## config.mk

```make
export PLATFORM = sky130hd
export DESIGN_NAME = key_matrix_column_debouncer_core
export DESIGN_NICKNAME = d
export VERILOG_FILES = /design/src/hw/rtl/kmcd_pkg.sv /design/src/hw/rtl/key_matrix_column_debouncer_core.sv /design/src/hw/rtl/kmcd_hist.sv /design/src/hw/rtl/kmcd_scan.sv /design/src/hw/rtl/kmcd_obuf.sv
export SDC_FILE = /design/constraint.sdc
export NUM_CORES = 1
export LEC_CHECK = 0
export BUFFER_PORTS_ARGS = -buffer_cell sky130_fd_sc_hd__buf_2
export CORE_MARGIN = 4
export CORE_UTILIZATION = 35
export CTS_BUF_LIST = sky130_fd_sc_hd__clkbuf_4 sky130_fd_sc_hd__clkbuf_8
export DETAILED_ROUTE_END_ITERATION = 10
export GPL_ROUTABILITY_DRIVEN = 0
export PLACE_DENSITY = 0.54
export SYNTH_ARGS = -nofsm -noshare
export SYNTH_HDL_FRONTEND = slang
export SYNTH_SLANG_ARGS = --single-unit
```

## constraint.sdc

```tcl
create_clock -name clk -period 10.2 [get_ports clk]
set_input_delay 0.51 -clock clk [delete_from_list [all_inputs] [get_ports clk]]
set_output_delay 0.51 -clock clk [all_outputs]
set_load 0.05 [all_outputs]
```

## src/hw/rtl/kmcd_pkg.sv

```systemverilog
// Shared types and constants for the key matrix column debouncer.
package kmcd_pkg;

  // Fixed widths of the item fields
  localparam int unsigned ColFieldW = 4;
  localparam int unsigned RowFieldW = 8;
  // Column compare width: holds any column code and the largest column count
  localparam int unsigned ColCmpW   = 6;

  // Packed stream widths, padded to whole bytes
  localparam int unsigned InDataW   = 16;
  localparam int unsigned OutDataW  = 16;

  // Parameter defaults
  localparam int unsigned NumColumnsDef   = 16;
  localparam int unsigned HistoryDepthDef = 4;
  localparam int unsigned RowBitsDef      = 8;

  // One input item after the input register
  typedef struct packed {
    logic [ColFieldW-1:0] column;
    logic [RowFieldW-1:0] row_raw;
    logic                 scan_last;
  } item_t;

  // One result item
  typedef struct packed {
    logic [ColFieldW-1:0] column_out;
    logic [RowFieldW-1:0] debounced_row;
    logic                 any_pressed;
    logic                 scan_done;
  } res_t;

endpackage

```

## src/hw/rtl/key_matrix_column_debouncer_core.sv

```systemverilog
// Top level of the key matrix column debouncer.
// Each input item carries one raw row sample for one matrix column; the block
// returns one result per item holding the column, the AND of that column's last
// HISTORY_DEPTH samples (a key reads pressed after HISTORY_DEPTH closed samples
// in a row and released at once), and the OR of all raw rows in the current
// scan, final on the item marked tlast. Columns at or above NUM_COLUMNS return
// a zero row and leave the history alone. Row bits at and above ROW_BITS are
// ignored. One item is taken every clock cycle while the result buffer has
// room; each item passes the input register, then the history lookup into the
// result buffer. A two-entry result buffer keeps input flowing for one more
// result while the consumer stalls. History and pointers are cleared by reset.
module key_matrix_column_debouncer_core #(
  parameter int unsigned NUM_COLUMNS   = kmcd_pkg::NumColumnsDef,
  parameter int unsigned HISTORY_DEPTH = kmcd_pkg::HistoryDepthDef,
  parameter int unsigned ROW_BITS      = kmcd_pkg::RowBitsDef
) (
  input  logic                          clk,
  input  logic                          rst_n,
  input  logic                          in_tvalid,
  output logic                          in_tready,
  input  logic [kmcd_pkg::InDataW-1:0]  in_tdata,   // column[3:0], row_raw[11:4], zero
  input  logic                          in_tlast,   // scan_last
  output logic                          out_tvalid,
  input  logic                          out_tready,
  output logic [kmcd_pkg::OutDataW-1:0] out_tdata,  // column_out[3:0], debounced_row[11:4],
                                                    // any_pressed[12], zero
  output logic                          out_tlast   // scan_done
);
  import kmcd_pkg::*;

  logic                 s1_valid_r;
  item_t                s1_r;
  logic                 s1_adv;
  logic                 buf_rdy;
  logic [RowFieldW-1:0] row_m;
  logic [RowFieldW-1:0] deb_row;
  logic                 any_pressed;
  res_t                 res;
  res_t                 out_res;
  logic                 in_acc;

  assign in_acc    = in_tvalid && in_tready;
  assign s1_adv    = s1_valid_r && buf_rdy;
  assign in_tready = !s1_valid_r || buf_rdy;

  // Input register control
  always_ff @(posedge clk) begin
    if (!rst_n) begin
      s1_valid_r <= 1'b0;
    end else if (in_acc) begin
      s1_valid_r <= 1'b1;
    end else if (s1_adv) begin
      s1_valid_r <= 1'b0;
    end
  end

  // Input register payload
  always_ff @(posedge clk) begin
    if (in_acc) begin
      s1_r.column    <= in_tdata[ColFieldW-1:0];
      s1_r.row_raw   <= in_tdata[ColFieldW +: RowFieldW];
      s1_r.scan_last <= in_tlast;
    end
  end

  // Drop row bits beyond the matrix height
  always_comb begin
    for (int i = 0; i < RowFieldW; i++) begin
      row_m[i] = s1_r.row_raw[i] & (i < ROW_BITS);
    end
  end

  kmcd_hist #(
    .NUM_COLUMNS  (NUM_COLUMNS),
    .HISTORY_DEPTH(HISTORY_DEPTH),
    .ROW_BITS     (ROW_BITS)
  ) u_hist (
    .clk    (clk),
    .rst_n  (rst_n),
    .upd    (s1_adv),
    .column (s1_r.column),
    .row    (row_m),
    .deb_row(deb_row)
  );

  kmcd_scan u_scan (
    .clk        (clk),
    .rst_n      (rst_n),
    .upd        (s1_adv),
    .row_nz     (|row_m),
    .scan_last  (s1_r.scan_last),
    .any_pressed(any_pressed)
  );

  // Assemble the result item
  always_comb begin
    res.column_out    = s1_r.column;
    res.debounced_row = deb_row;
    res.any_pressed   = any_pressed;
    res.scan_done     = s1_r.scan_last;
  end

  kmcd_obuf u_obuf (
    .clk      (clk),
    .rst_n    (rst_n),
    .push     (s1_adv),
    .push_res (res),
    .rdy      (buf_rdy),
    .out_valid(out_tvalid),
    .out_ready(out_tready),
    .out_res  (out_res)
  );

  // Pack the result stream
  assign out_tdata = {{(OutDataW - ColFieldW - RowFieldW - 1){1'b0}},
                      out_res.any_pressed, out_res.debounced_row, out_res.column_out};
  assign out_tlast = out_res.scan_done;

endmodule

```

## src/hw/rtl/kmcd_hist.sv

```systemverilog
// Per-column sample history rings, write pointers and the AND of the window.
module kmcd_hist #(
  parameter int unsigned NUM_COLUMNS   = kmcd_pkg::NumColumnsDef,
  parameter int unsigned HISTORY_DEPTH = kmcd_pkg::HistoryDepthDef,
  parameter int unsigned ROW_BITS      = kmcd_pkg::RowBitsDef
) (
  input  logic                           clk,
  input  logic                           rst_n,
  input  logic                           upd,
  input  logic [kmcd_pkg::ColFieldW-1:0] column,
  input  logic [kmcd_pkg::RowFieldW-1:0] row,
  output logic [kmcd_pkg::RowFieldW-1:0] deb_row
);
  import kmcd_pkg::*;

  localparam int unsigned ColIdxW = (NUM_COLUMNS > 1) ? $clog2(NUM_COLUMNS) : 1;
  localparam int unsigned PtrW    = (HISTORY_DEPTH > 1) ? $clog2(HISTORY_DEPTH) : 1;
  localparam int unsigned RowW    = (ROW_BITS < RowFieldW) ? ROW_BITS : RowFieldW;
  localparam int unsigned WinW    = HISTORY_DEPTH * RowW;

  // One word per column holds the whole sample window, slot i in bits [i*RowW +: RowW]
  logic [WinW-1:0]    hist_r [NUM_COLUMNS];
  logic [PtrW-1:0]    wptr_r [NUM_COLUMNS];

  logic [ColCmpW-1:0] col_ext;
  logic               col_ok;
  logic [ColIdxW-1:0] idx;
  logic [PtrW-1:0]    ptr_cur;
  logic [PtrW-1:0]    ptr_use;
  logic [PtrW-1:0]    ptr_nxt;
  logic [RowW-1:0]    row_new;
  logic [WinW-1:0]    win_cur;
  logic [WinW-1:0]    win_nxt;
  logic [RowW-1:0]    and_acc;

  // Select the column, pick the write slot and AND the window with the new sample
  always_comb begin
    col_ext = ColCmpW'(column);
    col_ok  = col_ext < ColCmpW'(NUM_COLUMNS);
    idx     = col_ext[ColIdxW-1:0];
    ptr_cur = wptr_r[idx];
    if ({1'b0, ptr_cur} < (PtrW+1)'(HISTORY_DEPTH)) begin
      ptr_use = ptr_cur;
    end else begin
      ptr_use = '0;
    end
    if (ptr_use == PtrW'(HISTORY_DEPTH - 1)) begin
      ptr_nxt = '0;
    end else begin
      ptr_nxt = ptr_use + PtrW'(1);
    end
    row_new = row[RowW-1:0];
    win_cur = hist_r[idx];
    win_nxt = win_cur;
    and_acc = '1;
    for (int i = 0; i < HISTORY_DEPTH; i++) begin
      if (ptr_use == PtrW'(i)) begin
        win_nxt[i*RowW +: RowW] = row_new;
      end
      and_acc = and_acc & win_nxt[i*RowW +: RowW];
    end
    deb_row = col_ok ? RowFieldW'(and_acc) : '0;
  end

  // Store the updated window and advance the column pointer
  always_ff @(posedge clk) begin
    if (!rst_n) begin
      for (int c = 0; c < NUM_COLUMNS; c++) begin
        wptr_r[c] <= '0;
        hist_r[c] <= '0;
      end
    end else if (upd && col_ok) begin
      hist_r[idx] <= win_nxt;
      wptr_r[idx] <= ptr_nxt;
    end
  end

endmodule

```

## src/hw/rtl/kmcd_scan.sv

```systemverilog
// Scan-wide OR of raw rows, cleared after the item that closes a scan.
module kmcd_scan (
  input  logic clk,
  input  logic rst_n,
  input  logic upd,
  input  logic row_nz,
  input  logic scan_last,
  output logic any_pressed
);

  logic any_r;

  // Include the current item in the running OR
  assign any_pressed = any_r | row_nz;

  // Hold the OR until the scan closes, then drop it
  always_ff @(posedge clk) begin
    if (!rst_n) begin
      any_r <= 1'b0;
    end else if (upd) begin
      any_r <= scan_last ? 1'b0 : any_pressed;
    end
  end

endmodule

```

## src/hw/rtl/kmcd_obuf.sv

```systemverilog
// Two-entry result buffer: output register plus skid stage.
module kmcd_obuf (
  input  logic             clk,
  input  logic             rst_n,
  input  logic             push,
  input  kmcd_pkg::res_t   push_res,
  output logic             rdy,
  output logic             out_valid,
  input  logic             out_ready,
  output kmcd_pkg::res_t   out_res
);
  import kmcd_pkg::*;

  logic main_v_r;
  logic skid_v_r;
  res_t main_r;
  res_t skid_r;
  logic pop;

  assign rdy       = !skid_v_r;
  assign out_valid = main_v_r;
  assign out_res   = main_r;
  assign pop       = main_v_r && out_ready;

  // Control: refill the output register from the skid stage first
  always_ff @(posedge clk) begin
    if (!rst_n) begin
      main_v_r <= 1'b0;
      skid_v_r <= 1'b0;
    end else if (!main_v_r || pop) begin
      if (skid_v_r) begin
        main_v_r <= 1'b1;
        skid_v_r <= 1'b0;
      end else begin
        main_v_r <= push;
      end
    end else if (push) begin
      skid_v_r <= 1'b1;
    end
  end

  // Payload: move items along with the control
  always_ff @(posedge clk) begin
    if (!main_v_r || pop) begin
      if (skid_v_r) begin
        main_r <= skid_r;
      end else if (push) begin
        main_r <= push_res;
      end
    end else if (push) begin
      skid_r <= push_res;
    end
  end

endmodule
```

# Yosys cells after proc, flatten, opt, wreduce, memory -nomap -nowiden
# Memory sizes are Yosys's and may differ from the RTL's. A register that Yosys moved wholly into a read port is not among the register bits.
# Cells that the tools add are included.
# W data, S select, Z words.
[totals]
regBits = 45
ramBits = 544
in_bits = 21
output_inout_bits = 19
elab_cells = 67
n_memories = 2
[mem_list]
columns = ["memory", "depth", "width", "rd", "rd_ports_with_merged_regs", "write_ports", "line_no", "text"]
rows = [
  ["u_hist.hist_r", 16, 32, 1, 1, 16, "kmcd_hist.sv:22", "logic [WinW-1:0] hist_r [NUM_COLUMNS];"],
  ["u_hist.wptr_r", 16, 2, 1, 1, 16, "kmcd_hist.sv:23", "logic [PtrW-1:0] wptr_r [NUM_COLUMNS];"],
]
[classes]
n_addsub = 1
n_eq_ne = 3
muxes = 23
bitwise = 6
reduce_logical = 17
[ops]
columns = ["op", "count"]
rows = [
  ["$mux W32", 1],
  ["$mux W8", 4],
  ["$reduce_or A32 Y1", 1],
  ["$mux W14", 2],
  ["$and A8 B8 Y8", 3],
  ["$mux W4", 4],
  ["$mux W1", 10],
  ["$reduce_or A8 Y1", 1],
  ["$eq A2 B2 Y1 const B", 2],
  ["$mux W2", 2],
  ["$reduce_and A2 Y1", 2],
  ["$reduce_bool A2 Y1", 2],
  ["$reduce_or A2 Y1", 2],
  ["$logic_and A1 B1 Y1", 3],
  ["$logic_not A1 Y1", 3],
  ["$add A2 B1 Y2 const B", 1],
  ["$eq A2 B1 Y1 const B", 1],
  ["$logic_not A2 Y1", 1],
  ["$logic_or A1 B1 Y1", 2],
  ["$not A1 Y1", 2],
  ["$or A1 B1 Y1", 1],
]

# Longest topological paths before layout
[depth]
ltp_word = 7
depth_mapped = 13
ltp_nobuf = 8

# Hierarchy
# A second synthesis with hierarchy kept.
[hier_totals]
hier_cells = 1775
area_unflattened_um2 = 25614.6
[by_module_without_submodules]
columns = ["module", "instances", "cells_each", "area_per_inst_um2", "seq_area_each_um2"]
rows = [
  ["kmcd_hist", 1, 1691, 23940.5, 16335.7],
  ["kmcd_obuf", 1, 53, 1141.1, 880.8],
  ["key_matrix_column_debouncer_core", 1, 26, 490.5, 410.4],
  ["kmcd_scan", 1, 5, 42.5, 20.0],
]

# Worst setup path after synthesis
# No wires, ideal clock.
[synth_timing]
path_type = "flip-flop to flip-flop"
start = "register with a tool-made name"
end = "register u_obuf.main_r (netlist bit u_obuf.out_res[8]), data pin"
setup_ps = 130
arrival_ps = 3476
required_ps = 10070
slack_ps = 6594
stages_incl_launch_ff = 14
n_path_buf = 5
synth_period_minus_slack_ps = 3606
cell_sequence = "dfxtp_1 -> buf_2 -> buf_4 -> buf_4 -> buf_2 -> mux4_2 -> mux4_2 -> inv_1 -> ha_1 -> nand2b_1 -> clkbuf_1 -> o221ai_2 -> nor4_2 -> mux2_2"
[synth_rtl]
columns = ["item", "line_no", "text"]
rows = [
  ["to (signal assigned)", "kmcd_obuf.sv:46", "main_r <= skid_r;"],
  ["to (signal assigned)", "kmcd_obuf.sv:48", "main_r <= push_res;"],
  ["to (decl)", "kmcd_obuf.sv:16", "res_t main_r;"],
]

==> flow_summary.ini <==
[cells_and_area]
register_area_mm2 = 0.0177
mostFrequentLayoutCell = edfxtp_1
multi_input_area_mm2 = 0.00732
area_delta_synth_final_pct = 12.5
drive_gt1_share_pct = 28.0
final_cell_mix = 585 x edfxtp_1, 549 x nor2_1, 138 x mux4_2
nNetsFinal = 1725
final.fill_count = 6839

[placed_design]
place.detailed.hpwl_mm = 38.6
io_buffer_count = 32

[floorplanning]
ios = 40
initial_core_util_pct = 35.3
std_cell_rows = 99
core_area_mm2 = 0.0728
die_area_mm2 = 0.0778
die_h_um = 279
die_w_um = 279

[timing]
finalCritPeriodShare_pct = 48.7
tightest_slew_ns = 1.09
min_period_ns = 4.97
finalHoldViolations = 0
tns_ns = 0
slew_viol_final = 0
fin_worst_skew_ns = 0.0433
relSlewSlack_pct = 27.6
fmax_mhz = 201
setup_viol = 0
rsz0062_at_grt = false

[yosys]
synth_cell_types = 31
synth_largest_area_cell = edfxtp_1
ys_seq_elements = 593
synth-seq-area-share_pct = 69.0
synth_area_mm2 = 0.0257
avgSynthCellArea_um2 = 15.5
synth_edf_count = 585
async_reset_ff_share_pct = 0
synth_top_cell_area_share_pct = 68.4
netlist_top_cells_area = edfxtp_1 68%, mux4_2 12%, nor2_1 8.0%
ys_warn_count = 0
synthesis.instances = 1654
synth_flop_cell = edfxtp_1

[pwr]
power.total_mw = 5.60
combPwrFrac_pct = 12.0
p_seq_share_pct = 50.3
power_frac_clock_pct = 37.7
p_int_mw = 4.12
leakage_nw = 10.3
p_sw_mw = 1.48
netSwitchingFraction_pct = 26.4
powerDensity_mw_per_mm2 = 194
vdd_ir_drop_max_mv = 0.105

[critical_path]
start_kind = flop
cp_slowest_cell = nand2b_1
path_cells = buf_4 > mux4_2 > mux4_2 > inv_1 > ha_1 > buf_4 > nand2b_1 > o221ai_2 > nor4_2 > mux2_2
cp_num_buf_inv = 3
worstPathRequired_ns = 10.77
reg2reg_setup_slack_ns = 5.23
endpoint = u_obuf.out_res[4]$_DFFE_PP_
cp.arrival_ns = 5.55
crit_family = simple AND/OR/NAND/NOR gates
slowest_delay_ns = 0.89
r2r_end = u_obuf.out_res[4]$_DFFE_PP_
cp.depth = 10
cp_max_fo = 17
rr_worst_depth = 10
critPathCaptureType = flop
path_class = flop to flop

[drt]
drt_iter0_markers = 1317
route.top_layer_used = met5
route.detailed.wl_per_inst_um = 26.9
ant_nets = 0
dr.pass1.iters = 5
dr_wl_met2_mm = 37.6
num_vias = 14700
vias_per_cell = 5.36
drc_errors = 0
met3_length_mm = 4.45
wl_mm = 73.8
wl_met1_mm = 29.6

[global_routing]
antenna_found_initial = 2
grt_max_degree = 84
grt_pass1_vias = 15400
grt-ovfl-total = 0
grt_use_total_pct = 18.9
grt_pass1_wl_mm = 106

[clock_network]
htreeDepth = 3
clk_pin_slew_ns = 0.06
clk_latency_ns = 0.70
post_cts_buffers = 0
hold_buffers = 13
clock_sinks = 593
cts_root_buf = clkbuf_8
ctsResizeCount = 0
numCtsBuffers = 100
clk_path_buf_depth = 3
cts_tree = done

[outcome]
status = finished, final reports clean

[min_path]
hp-class = input port to flop

[job]
cap_violations = 0
==> Yosys cell counts, types with 2 or more instances <==
library cell,number
buf_4,11
buf_1,8
buf_6,7
mux2_2,50
nor3_1,2
nand3_1,5
nor2_1,549
o221ai_4,6
clkbuf_1,74
edfxtp_1,585
or2_2,3
mux4_2,138
nor2b_1,5
nand2_1,30
nor4_1,2
ha_1,4
buf_2,49
inv_1,3
nand2b_1,40
o221ai_2,26
nor4_2,7
o22a_1,32
dfxtp_1,8
nor3b_1,3
==> cells by family after synthesis <==
kind of cell	after synthesis	share of synthesized area, %
simple gates	648	10.3
buf+inv	152	2.83
fa+ha+maj	4	0.195
flops	593	69.0
compound gates	68	3.33
other cells	1	0.0146
mux	188	14.3
==> worst reg2reg max path, cell delays in order (launching register included) <==
cell      delay [ns]
dfxtp_1         0.31
buf_4           0.28
mux4_2          0.56
mux4_2          0.55
inv_1           0.12
ha_1            0.15
buf_4           0.34
nand2b_1        0.89
o221ai_2        0.52
nor4_2          0.86
mux2_2          0.29
==> flip-flops by register name (all words and copies together), names as in the netlist, named ones only <==
name and flops:
u_obuf.out_valid 1, u_hist.hist_r 512, res 5, u_scan.any_r 1, u_obuf.skid_v_r 1, u_obuf.skid_r 14, u_obuf.out_res 14, row_m 8
u_hist.wptr_r 32, s1_valid_r 1
==> through the flow <==
step	area, um2	worst slack (ns)	hold slack, ns	instances	util [%]
final	28900	5.23	0.0412	2744	39.7
after global routing	28900	5.09	0.0342	2744	39.7
after CTS	28900	5.13	0.000847	2743	39.7
after detailed placement	26800	5.14	0.477	2544	36.8
after global placement	26800	5.18	0.461	2544	36.8
after floorplan	25700	6.59	0.424	1656	-
==> layer usage <==
metal	global-route usage, %	vias to the layer above
met5	0	-
met4	5.74	2
met3	3.68	144
met2	33.0	496
met1	24.0	7799
li1	-	6270
==> how the worst min path moves through the flow <==
stage	startpoint	end	slack [ns]	depth (start not counted)
finish	in_tvalid	s1_valid_r$_SDFFE_PN0P_	0.04	3
global route	in_tvalid	s1_valid_r$_SDFFE_PN0P_	0.03	3
CTS	in_tvalid	s1_valid_r$_SDFFE_PN0P_	0.0008	3
detailed placement	res[0]$_DFFE_PP_	u_obuf.skid_r[0]$_DFFE_PP_	0.48	0
global placement	res[0]$_DFFE_PP_	u_obuf.skid_r[0]$_DFFE_PP_	0.46	0
floorplan	res[12]$_DFFE_PP_	u_obuf.skid_r[12]$_DFFE_PP_	0.42	0
==> power by group through the flow <==
stage	Sequential [mW]	Clock [mW]	Combinational [mW]
floorplan	2.85	0	0.490
global placement	2.86	0	0.659
detailed placement	2.87	0	0.671
CTS	2.82	2.15	0.677
global route	2.82	2.27	0.716
finish	2.81	2.11	0.672
==> cell type report <==
cell class                      instances  area share, %
Multi-Input combinational cell        911           25.3
Clock inverter                         48           1.00
Antenna cell                            1        0.00866
Sequential cell                       593           61.4
Inverter                                3         0.0390
Tap cell                              959           4.15
Timing Repair Buffer                   91           2.24
Clock buffer                          138           5.84
(Power assumes the default switching activity.)
